===== src/design/rwsc_pkg.sv =====
package rwsc_pkg;

    localparam int WORD_W = 32;
    localparam int SIZE_W = 26;
    localparam int OUT_OFFSET_W = 26;
    localparam int CRC_W = 16;
    localparam int KIND_W = 3;

    localparam logic [WORD_W-1:0] SYNC_WORD = 32'h1234_abcd;
    localparam logic [WORD_W-1:0] FILL_WORD = 32'hdead_beef;
    localparam logic [CRC_W-1:0]  CRC_INIT  = 16'hc387;
    localparam logic [CRC_W-1:0]  CRC_POLY  = 16'hc37b;

    typedef enum logic [KIND_W-1:0] {
        KIND_SYNC     = 3'd0,
        KIND_SIZE     = 3'd1,
        KIND_SIZE_CRC = 3'd2,
        KIND_DATA     = 3'd3,
        KIND_DATA_CRC = 3'd4,
        KIND_FILL     = 3'd5
    } kind_t;

    typedef struct packed {
        logic [WORD_W-1:0]       link_word;
        kind_t                   word_kind;
        logic [OUT_OFFSET_W-1:0] read_offset;
    } result_t;

endpackage


===== src/design/rwsc_crc.sv =====
module rwsc_crc (
    input  logic [rwsc_pkg::CRC_W-1:0]  crc_in,
    input  logic [rwsc_pkg::WORD_W-1:0] data_in,
    output logic [rwsc_pkg::CRC_W-1:0]  crc_out
);

    logic [rwsc_pkg::CRC_W-1:0] crc_v;

    // the AND of crc and data bit is intentional; the peer computes it this way
    always_comb
    begin
        crc_v = crc_in;
        for (int i = 0; i < rwsc_pkg::WORD_W; i++)
        begin
            if (crc_v[0] & data_in[i])
            begin
                crc_v = {1'b0, crc_v[rwsc_pkg::CRC_W-1:1]} ^ rwsc_pkg::CRC_POLY;
            end
            else
            begin
                crc_v = {1'b0, crc_v[rwsc_pkg::CRC_W-1:1]};
            end
        end
    end

    assign crc_out = crc_v;

endmodule


===== src/design/rwsc_seq.sv =====
module rwsc_seq #(
    parameter int OFFSET_BITS = 26
) (
    input  logic                         clk,
    input  logic                         rst_n,
    input  logic                         cfg_wr_en,
    input  logic [rwsc_pkg::SIZE_W-1:0]  cfg_wr_data,
    input  logic                         step,
    input  logic [rwsc_pkg::WORD_W-1:0]  rom_word,
    output rwsc_pkg::result_t            result
);

    localparam int CNT_W = OFFSET_BITS + 1;
    localparam int CMP_W = (CNT_W > rwsc_pkg::SIZE_W) ? CNT_W : rwsc_pkg::SIZE_W;

    typedef enum logic [2:0] {
        PH_SYNC,
        PH_SIZE,
        PH_SIZE_CRC,
        PH_DATA,
        PH_DATA_CRC,
        PH_FILL
    } phase_t;

    phase_t                       phase_reg, phase_next;
    logic [OFFSET_BITS-1:0]       count_reg, count_next;
    logic [rwsc_pkg::CRC_W-1:0]   crc_reg, crc_next;
    logic [rwsc_pkg::SIZE_W-1:0]  image_size_reg;

    logic [CNT_W-1:0]             count_inc;
    logic [rwsc_pkg::CRC_W-1:0]   crc_seed;
    logic [rwsc_pkg::WORD_W-1:0]  crc_data;
    logic [rwsc_pkg::CRC_W-1:0]   crc_calc;

    // one CRC unit shared between the size check and the data words
    assign crc_seed = (phase_reg == PH_SIZE_CRC) ? rwsc_pkg::CRC_INIT : crc_reg;
    assign crc_data = (phase_reg == PH_SIZE_CRC) ? rwsc_pkg::WORD_W'(image_size_reg)
                                                 : rom_word;

    rwsc_crc u_crc (
        .crc_in  (crc_seed),
        .data_in (crc_data),
        .crc_out (crc_calc)
    );

    assign count_inc = {1'b0, count_reg} + CNT_W'(4);

    always_comb
    begin
        phase_next         = phase_reg;
        count_next         = count_reg;
        crc_next           = crc_reg;
        result.link_word   = rwsc_pkg::FILL_WORD;
        result.word_kind   = rwsc_pkg::KIND_FILL;
        case (phase_reg)
            PH_SYNC:
            begin
                result.link_word = rwsc_pkg::SYNC_WORD;
                result.word_kind = rwsc_pkg::KIND_SYNC;
                phase_next       = PH_SIZE;
            end
            PH_SIZE:
            begin
                result.link_word = rwsc_pkg::WORD_W'(image_size_reg);
                result.word_kind = rwsc_pkg::KIND_SIZE;
                phase_next       = PH_SIZE_CRC;
            end
            PH_SIZE_CRC:
            begin
                result.link_word = rwsc_pkg::WORD_W'(crc_calc);
                result.word_kind = rwsc_pkg::KIND_SIZE_CRC;
                crc_next         = rwsc_pkg::CRC_INIT;
                phase_next       = PH_DATA;
            end
            PH_DATA:
            begin
                result.link_word = rom_word;
                result.word_kind = rwsc_pkg::KIND_DATA;
                crc_next         = crc_calc;
                // offset wraps at the top of the offset space and ends the data run
                if (count_inc[OFFSET_BITS])
                begin
                    count_next = '0;
                    phase_next = PH_DATA_CRC;
                end
                else
                begin
                    count_next = count_inc[OFFSET_BITS-1:0];
                    if (CMP_W'(count_inc) >= CMP_W'(image_size_reg))
                    begin
                        phase_next = PH_DATA_CRC;
                    end
                end
            end
            PH_DATA_CRC:
            begin
                result.link_word = rwsc_pkg::WORD_W'(crc_reg);
                result.word_kind = rwsc_pkg::KIND_DATA_CRC;
                phase_next       = PH_FILL;
            end
            default:
            begin
                result.link_word = rwsc_pkg::FILL_WORD;
                result.word_kind = rwsc_pkg::KIND_FILL;
            end
        endcase
        result.read_offset = rwsc_pkg::OUT_OFFSET_W'(count_next);
    end

    always_ff @(posedge clk or negedge rst_n)
    begin
        if (!rst_n)
        begin
            phase_reg      <= PH_SYNC;
            count_reg      <= '0;
            crc_reg        <= rwsc_pkg::CRC_INIT;
            image_size_reg <= '0;
        end
        else
        begin
            if (cfg_wr_en)
            begin
                image_size_reg <= cfg_wr_data;
            end
            if (step)
            begin
                phase_reg <= phase_next;
                count_reg <= count_next;
                crc_reg   <= crc_next;
            end
        end
    end

endmodule


===== src/design/rwsc_oreg.sv =====
module rwsc_oreg (
    input  logic              clk,
    input  logic              rst_n,
    input  logic              push,
    input  rwsc_pkg::result_t push_data,
    output logic              push_ready,
    output logic              pop_valid,
    input  logic              pop_ready,
    output rwsc_pkg::result_t pop_data
);

    logic              main_valid_reg;
    logic              skid_valid_reg;
    rwsc_pkg::result_t main_reg;
    rwsc_pkg::result_t skid_reg;
    logic              pop;

    assign pop        = main_valid_reg & pop_ready;
    assign push_ready = !skid_valid_reg;
    assign pop_valid  = main_valid_reg;
    assign pop_data   = main_reg;

    always_ff @(posedge clk or negedge rst_n)
    begin
        if (!rst_n)
        begin
            main_valid_reg <= 1'b0;
            skid_valid_reg <= 1'b0;
        end
        else if (pop)
        begin
            if (skid_valid_reg)
            begin
                skid_valid_reg <= 1'b0;
            end
            else if (!push)
            begin
                main_valid_reg <= 1'b0;
            end
        end
        else if (push)
        begin
            if (main_valid_reg)
            begin
                skid_valid_reg <= 1'b1;
            end
            else
            begin
                main_valid_reg <= 1'b1;
            end
        end
    end

    // payload: no reset
    always_ff @(posedge clk)
    begin
        if (pop)
        begin
            if (skid_valid_reg)
            begin
                main_reg <= skid_reg;
            end
            else if (push)
            begin
                main_reg <= push_data;
            end
        end
        else if (push)
        begin
            if (main_valid_reg)
            begin
                skid_reg <= push_data;
            end
            else
            begin
                main_reg <= push_data;
            end
        end
    end

endmodule


===== src/design/rom_image_word_sender_crc.sv =====
// channel   dir  handshake              payload
// request   in   in_valid / in_ready    rom_word[31:0]
// result    out  out_valid / out_ready  link_word[31:0], word_kind[2:0], read_offset[25:0]
// config    in   cfg_wr_en              cfg_wr_data[25:0] (image_size)
//
// One request per cycle unless stalled; its result is registered.
// The running CRC (32 rounds, unrolled) is the path from rom_word to the state registers.
// A two-entry output buffer keeps in_ready registered; requests stall only when both
// entries hold results not yet taken.
// Reset clears the sequence to the sync word and image_size to zero.
module rom_image_word_sender_crc #(
    parameter int OFFSET_BITS = 26
) (
    input  logic                               clk,
    input  logic                               rst_n,
    input  logic                               cfg_wr_en,
    input  logic [rwsc_pkg::SIZE_W-1:0]        cfg_wr_data,
    input  logic                               in_valid,
    output logic                               in_ready,
    input  logic [rwsc_pkg::WORD_W-1:0]        rom_word,
    output logic                               out_valid,
    input  logic                               out_ready,
    output logic [rwsc_pkg::WORD_W-1:0]        link_word,
    output logic [rwsc_pkg::KIND_W-1:0]        word_kind,
    output logic [rwsc_pkg::OUT_OFFSET_W-1:0]  read_offset
);

    logic              step;
    rwsc_pkg::result_t seq_result;
    rwsc_pkg::result_t out_result;

    assign step = in_valid & in_ready;

    rwsc_seq #(
        .OFFSET_BITS (OFFSET_BITS)
    ) u_seq (
        .clk         (clk),
        .rst_n       (rst_n),
        .cfg_wr_en   (cfg_wr_en),
        .cfg_wr_data (cfg_wr_data),
        .step        (step),
        .rom_word    (rom_word),
        .result      (seq_result)
    );

    rwsc_oreg u_oreg (
        .clk        (clk),
        .rst_n      (rst_n),
        .push       (step),
        .push_data  (seq_result),
        .push_ready (in_ready),
        .pop_valid  (out_valid),
        .pop_ready  (out_ready),
        .pop_data   (out_result)
    );

    assign link_word   = out_result.link_word;
    assign word_kind   = out_result.word_kind;
    assign read_offset = out_result.read_offset;

    // a full skid entry implies the main entry is full
    a_skid_implies_main: assert property (@(posedge clk) disable iff (!rst_n)
        !in_ready |-> out_valid)
        else $error("input stalled with no result pending");

    a_request_gives_result: assert property (@(posedge clk) disable iff (!rst_n)
        step |=> out_valid)
        else $error("accepted request produced no result");

    // nothing is read from ROM before the data run
    a_offset_zero_before_data: assert property (@(posedge clk) disable iff (!rst_n)
        (out_valid && (word_kind == rwsc_pkg::KIND_SYNC || word_kind == rwsc_pkg::KIND_SIZE
                       || word_kind == rwsc_pkg::KIND_SIZE_CRC)) |-> (read_offset == '0))
        else $error("offset advanced before data words");

endmodule

===== config.mk =====
export PLATFORM = sky130hd
export DESIGN_NAME = rom_image_word_sender_crc
export DESIGN_NICKNAME = d
export VERILOG_FILES = /design/src/design/rwsc_pkg.sv /design/src/design/rwsc_crc.sv /design/src/design/rwsc_seq.sv /design/src/design/rwsc_oreg.sv /design/src/design/rom_image_word_sender_crc.sv
export SDC_FILE = /design/constraint.sdc
export NUM_CORES = 1
export LEC_CHECK = 0
export BUFFER_PORTS_ARGS = -buffer_cell sky130_fd_sc_hd__buf_2
export CAP_MARGIN = 10
export CORE_ASPECT_RATIO = 0.8
export CORE_MARGIN = 1.5
export CORE_UTILIZATION = 60
export DETAILED_ROUTE_END_ITERATION = 8
export PLACE_DENSITY = 0.81
export SYNTH_ARGS = -nofsm -noshare
export SYNTH_HDL_FRONTEND = slang
export SYNTH_SLANG_ARGS = --single-unit

===== constraint.sdc =====
create_clock -name clk -period 11.7 [get_ports clk]
set_input_delay 3.51 -clock clk [delete_from_list [all_inputs] [get_ports clk]]
set_output_delay 3.51 -clock clk [all_outputs]
set_load 0.05 [all_outputs]

==> After elaboration in Yosys (flattened, before gate mapping) <==
Index checks and enable logic that the tools add are counted.
{ "word_totals": {"reg_bits": 195, "input_bits": 63, "output_inout_bits": 63, "wordCells": 155} }
{ "op_classes": {"add_sub_neg": 1, "n_lt_le_gt_ge": 1, "eq_ne": 8, "n_mux": 53, "bitwise_logic": 67, "reduce_logical": 13} }
{ "ops": {"columns": ["cell", "count"], "rows": [
  ["$mux W16", 33],
  ["$not A9 Y10", 32],
  ["$mux W61", 5],
  ["$pmux W35 S5", 1],
  ["$mux W26", 2],
  ["$and A1 B1 Y1", 34],
  ["$mux W32", 1],
  ["$pmux W16 S2", 1],
  ["$add A26 B3 Y27 const B", 1],
  ["$ge A27 B26 Y1", 1],
  ["$pmux W3 S5", 1],
  ["$reduce_and A3 Y1", 4],
  ["$reduce_bool A2 Y1", 4],
  ["$mux W1", 7],
  ["$eq A3 B2 Y1 const B", 2],
  ["$mux W3", 2],
  ["$ne A2 B2 Y1 const B", 3],
  ["$reduce_bool A5 Y1", 1],
  ["$reduce_and A2 Y1", 2],
  ["$eq A3 B1 Y1 const B", 1],
  ["$eq A3 B3 Y1 const B", 1],
  ["$logic_not A3 Y1", 1],
  ["$ne A3 B1 Y1 const B", 1],
  ["$logic_not A1 Y1", 1],
  ["$not A1 Y1", 1]
]} }

==> Depth between registers and ports, before layout <==
{ "depth": {"depth_word": 70, "depth_mapped": 43, "ltp_nobuf": 36} }

==> Modules after synthesis <==
A second synthesis with hierarchy kept.
{ "hier_totals": {"cells_unflattened": 1458, "area_unflattened_um2": 14360.0} }
{ "by_module_without_submodules": {"columns": ["mod", "instances", "cells_each", "area_per_inst_um2", "seq_area_each_um2"], "rows": [
  ["rwsc_seq", 1, 711, 5554.1, 1786.7],
  ["rwsc_oreg", 1, 202, 4763.3, 3713.6],
  ["rwsc_crc", 1, 544, 4036.4, 0.0],
  ["rom_image_word_sender_crc", 1, 1, 6.3, 0.0]
]} }

==> Least setup slack after synthesis <==
No wires, ideal clock.
{ "synth_path": {"path_kind": "input to register", "from": "in rom_word[2] in the netlist's numbering", "to": "reg u_seq.crc_reg[3] in the netlist's numbering", "setup_ns": 0.131, "t_arrival_ns": 13.034, "required_ns": 11.569, "path_slack_ns": -1.464, "path_stages": 40, "path_buffers": 5, "cell_sequence": "clkbuf_1 > nor3b_1 > nor3b_1 > a21oi_2 > o211ai_2 > mux2i_1 > nand3_2 > xnor2_2 > mux2i_4 > xor2_2 > o311ai_1 > a21boi_1 > o21ai_0 > a21boi_1 > or2_1 > buf_6 > a311oi_4 > and2_1 > (+4 left out) > or4_1 > buf_2 > a21o_1 > o211a_1 > o2111a_1 > or3_1 > buf_4 > mux2i_1 > or4b_1 > nor2_4 > nor3_1 > a221o_1 > nor3_4 > nor2_1 > or4_4 > a32oi_4 > xnor2_1 > o21ai_1"} }
{ "synth_between": {"elab_chain_cells": 62, "elab_cells_between_ends": 91, "cone_classes": "mux: 32; bitwise: 59"} }
{ "synth_rtl": {"columns": ["item", "line", "source"], "rows": [
  ["start: declaration", "rom_image_word_sender_crc.sv:20", "input logic [rwsc_pkg::WORD_W-1:0] rom_word,"],
  ["$mux W32 (*)", "rwsc_seq.sv:37", "assign crc_data = (phase_reg == PH_SIZE_CRC) ? rwsc_pkg::WORD_W'(image_size_reg)"],
  ["$and A1 B1 Y1 (*)", "rwsc_crc.sv:15", "if (crc_v[0] & data_in[i])"],
  ["$mux W16 (*)", "rwsc_crc.sv:15", null],
  ["$and A1 B1 Y1 / $not A9 Y10 (equally long branches)", null, null],
  ["$mux W16 (*)", "rwsc_crc.sv:15", null],
  ["$and A1 B1 Y1 / $not A9 Y10 (equally long branches)", null, null],
  ["$mux W16 (*)", "rwsc_crc.sv:15", null],
  ["$and A1 B1 Y1 / $not A9 Y10 (equally long branches)", null, null],
  ["(+46 left out)", null, null],
  ["$mux W16 (*)", "rwsc_crc.sv:15", null],
  ["$and A1 B1 Y1 / $not A9 Y10 (equally long branches)", null, null],
  ["$mux W16 (*)", "rwsc_crc.sv:15", null],
  ["$and A1 B1 Y1 / $not A9 Y10 (equally long branches)", null, null],
  ["$mux W16 (*)", "rwsc_crc.sv:15", null],
  ["$and A1 B1 Y1 / $not A9 Y10 (equally long branches)", null, null],
  ["$mux W16 (*)", "rwsc_crc.sv:15", null],
  ["$pmux W16 S2 (*)", "rwsc_seq.sv:55", "case (phase_reg)"],
  ["end signal: assignment", "rwsc_seq.sv:116", "crc_reg <= rwsc_pkg::CRC_INIT;"],
  ["end signal: assignment", "rwsc_seq.sv:129", "crc_reg <= crc_next;"],
  ["end: declaration", "rwsc_seq.sv:27", "logic [rwsc_pkg::CRC_W-1:0] crc_reg, crc_next;"]
]} }
Every way passes the cells marked *; elsewhere a longest branch is shown, timed or not.
A chain may end at the register's enable or synchronous reset.

==> Final worst setup path <==
{ "layout_path": {"from": "in rom_word[1] in the netlist's numbering", "to": "reg u_seq.crc_reg[5] in the netlist's numbering"} }
{ "layout_between": {"elab_chain_cells": 64, "elab_cells_between_ends": 94, "cone_classes": "mux: 33; bitwise: 61"} }
{ "layout_rtl": {"columns": ["item", "line"], "rows": [
  ["$mux W32 (*)", "rwsc_seq.sv:37"],
  ["$and A1 B1 Y1 (*)", "rwsc_crc.sv:15"],
  ["$mux W16 (*)", "rwsc_crc.sv:15"],
  ["$and A1 B1 Y1 / $not A9 Y10 (equally long branches)", null],
  ["$mux W16 (*)", "rwsc_crc.sv:15"],
  ["$and A1 B1 Y1 / $not A9 Y10 (equally long branches)", null],
  ["$mux W16 (*)", "rwsc_crc.sv:15"],
  ["$and A1 B1 Y1 / $not A9 Y10 (equally long branches)", null],
  ["(+48 left out)", null],
  ["$mux W16 (*)", "rwsc_crc.sv:15"],
  ["$and A1 B1 Y1 / $not A9 Y10 (equally long branches)", null],
  ["$mux W16 (*)", "rwsc_crc.sv:15"],
  ["$and A1 B1 Y1 / $not A9 Y10 (equally long branches)", null],
  ["$mux W16 (*)", "rwsc_crc.sv:15"],
  ["$and A1 B1 Y1 / $not A9 Y10 (equally long branches)", null],
  ["$mux W16 (*)", "rwsc_crc.sv:15"],
  ["$pmux W16 S2 (*)", "rwsc_seq.sv:55"]
]} }
Marks and branches as above.

==> results.py <==
metrics = {
    "clocking": {
        "cts.sinks": 195,
        "clk_pin_slew_ns": 0.08,
        "htreeDepth": 4,
        "cts_tree": "built",
        "clockBufferDepth": 2,
        "insertion_delay_ns": 0.45,
        "ctsHoldBuffers": 0,
        "cts-buffers-inserted": 17,
        "cts_root_buf": "clkbuf_16",
    },
    "logic_synthesis": {
        "yosysWarnings": 0,
        "synth_edf_count": 122,
        "syn-cell-area_sq_um": 13500,
        "synth.most_common_cell": "nand2_1",
        "synth_async_sr_flop_share_pct": 37.4,
        "synth-seq-cells": 195,
        "syn_nets": 1544,
        "post-synth-top-area-fraction_pct": 27.2,
        "synthCells": 1454,
        "ys_seq_area_share_pct": 40.9,
        "synthTopCellsByArea": "edfxtp_1 (27%), dfrtp_1 (12%), xnor2_1 (7.1%), nand2_1 (5.2%), o21ai_0 (4.6%)",
        "yosys-top-cells-count": "nand2_1 (186), nor2_1 (138), o21ai_0 (125)",
        "synthFlopType": "edfxtp_1",
        "yosysTopAreaCell": "edfxtp_1",
        "synth_area_per_cell_sq_um": 9.25,
        "yosysUniqueCellTypes": 105,
    },
    "layout": {
        "drive_above_1_share_pct": 32.3,
        "layout.nets": 1845,
        "utilization_pct": 79.9,
        "area_growth_pct": 29.5,
        "stdcell_count": 2070,
        "final_cell_area_sq_um": 17400,
    },
    "floorplanning": {
        "core_area_sq_um": 21800,
        "die_area_sq_um": 23300,
        "fp-row-count": 48,
        "dieHeight_um": 137,
        "die_w_um": 170,
        "num_io_pins": 126,
        "start_util_pct": 61.7,
    },
    "route": {
        "routed_wl_um": 44500,
        "ant_nets": 0,
        "drt-initial-drc-count": 1662,
        "avgViaCountPerCell": 6.34,
        "vias": 13100,
        "wire_per_inst_um": 21.5,
        "drc_errors": 0,
        "drtPass1Iterations": 6,
    },
    "pwr": {
        "p_total_mw": 4.33,
        "max-vdd-ir-drop_mv": 0.264,
        "internal_power_mw": 2.46,
        "leakagePower_nw": 7.10,
        "p_per_area_nw_per_um2": 249,
        "p_comb_share_pct": 65.5,
        "pwr-share-clk_pct": 14.3,
        "seqPwrFrac_pct": 20.3,
        "switchingPower_mw": 1.88,
        "p_sw_share_pct": 43.3,
    },
    "flow_run": {
        "drv_cap": 0,
    },
    "critical_path": {
        "r2r_cells": 39,
        "crit_top_cell": "or4_4",
        "cp.depth": 38,
        "cp_slowest_stage_delay_ns": 0.63,
        "worstSetupStartpointType": "input pin",
        "required_ns": 11.98,
        "worst-path-buf-inv": 2,
        "crit_slowest_cell": "or4_4",
        "critPathKind": "input pin to flop",
        "worstPathArrival_ns": 13.24,
        "cp_top_family": "simple AND/OR/NAND/NOR gates",
        "crit_fanout": 8,
        "cp-end-kind": "flop",
        "reg2reg_slack_ns": 1.11,
    },
    "hold_path": {
        "whs_path_depth": 2,
        "worstHoldPathType": "flop to flop",
    },
    "timing": {
        "min_period_ns": 12.95,
        "final_max_slew_viol_count": 0,
        "hold_viol_final": 0,
        "setup_viol": 25,
        "fmax_mhz": 77.2,
        "clock_skew_ns": 0.0149,
        "setup_slack_ns": -1.25,
        "min_period_over_period_pct": 111,
        "rsz0062_at_grt": "yes",
        "tightestPinTransition_ns": 1.35,
        "slew_headroom_pct": 8.96,
    },
    "grt": {
        "grt_max_degree": 74,
        "track_usage_pct": 38.0,
        "grt.overflow.total": 0,
        "grt_antenna_before_repair": 1,
        "grt_pass1_vias": 12100,
        "grt_first_pass_wirelength_um": 67100,
    },
    "place": {
        "postPlaceCellArea_sq_um": 15900,
        "place_congestion": 0.990,
        "port_buffers": 125,
        "hpwl_um": 31700,
        "dp_cells": 2006,
    },
    "outcome": {
        "violations": "negative setup slack",
        "status": "complete, but fails checks",
    },
}
## stage by stage
stage	setup TNS, ns	worst slack, ns	hold slack (ns)
floorplan	-14.40	-1.10	0.472
global placement	-36.12	-1.75	0.489
detailed placement	-45.33	-2.04	0.491
CTS	-15.07	-1.01	0.511
global route	-27.74	-1.52	0.539
finish	-20.48	-1.25	0.510
## cell type report
class                      instances  area (sq um)
inverter                          45           169
tap                              300           375
timing repair buffer             352          2390
fill                            1336          4380
sequential                       195          5500
clock buffer                      17           425
clock inverter                    15           211
multi-input combinational       1144          8350
antenna                            2          5.00
## placed cells by master (no fill, tap or decap), drive strengths merged, types with 10 or more instances in the layout
| cell | n |
|---|---|
| mux2 | 33 |
| a22oi | 11 |
| a22o | 10 |
| o31ai | 15 |
| inv | 53 |
| nand3 | 40 |
| o22ai | 11 |
| mux2i | 22 |
| buf | 351 |
| ha | 27 |
| a31oi | 11 |
| nand2 | 186 |
| nor2b | 17 |
| dfrtp | 65 |
| a211oi | 10 |
| nand2b | 16 |
| clkbuf | 18 |
| and2 | 15 |
| nor3 | 24 |
| nor2 | 139 |
| xor2 | 50 |
| a21oi | 66 |
| xnor2 | 110 |
| nand4 | 14 |
| edfxtp | 122 |
| o21ai | 132 |
| a21boi | 21 |
| and3 | 30 |
## path summary, 6_finish.rpt
check,start,to
setup / recovery,rom_word[1],u_seq.crc_reg[5]$_DFFE_PN0P_
hold / removal,u_oreg.skid_reg[39]$_DFFE_PP_,u_oreg.pop_data[39]$_DFFE_PP_
setup reg to reg,u_seq.phase_reg[0]$_DFFE_PN0P_,u_seq.crc_reg[5]$_DFFE_PN0P_
hold reg to reg,u_oreg.skid_reg[39]$_DFFE_PP_,u_oreg.pop_data[39]$_DFFE_PP_
max in group asynchronous,rst_n,u_seq.image_size_reg[22]$_DFFE_PN0P_
min in group asynchronous,rst_n,u_oreg.skid_valid_reg$_DFFE_PN0P_
## timing repair
| item | CTS | global route |
|---|---|---|
| hold endpoints to repair | 0 | 0 |
| setup buffers | 21 | 10 |
| setup endpoints to repair | 31 | 32 |
| pin swaps | 28 | 45 |
| resized for setup | 64 | 61 |
## worst register-to-register path, delay by kind of cell, from the launching register on
| kind | cells | cell delay [ns] |
|---|---|---|
| and+or+nand+nor | 15 | 4.78 |
| AOI/OAI and AO/OA | 13 | 2.65 |
| muxes | 4 | 1.36 |
| xor gates and xnor gates | 4 | 0.79 |
| buffers and inverters | 3 | 0.47 |
| DFF | 1 | 0.39 |
## per-layer routing
metal	GRT usage (%)	wire length (um)
met1	53.6	18000
met2	56.1	19100
met3	9.75	5640
met4	14.9	1760
met5	0	0
## power by group through the flow
stage                     logic [mW]  clock network [mW]  registers (mW)
after floorplan                 1.35                   0            1.09
after global placement          2.32                   0           0.889
after detailed placement        2.38                   0           0.892
after CTS                       2.59               0.618           0.878
after global routing            2.98               0.643           0.887
final                           2.84               0.618           0.879
## cell families after synthesis
logic type               Yosys count  share of synthesized area [%]
XOR/XNOR                         163                           11.1
buffers and inverters            115                           3.46
adder cells (fa/ha/maj)           27                           2.51
multiplexers                      56                           4.71
AND/OR/NAND/NOR                  532                           19.0
flip-flops                       195                           40.9
AO/OA/AOI/OAI                    366                           18.3
Note: power is estimated with default switching activity, not from simulation.
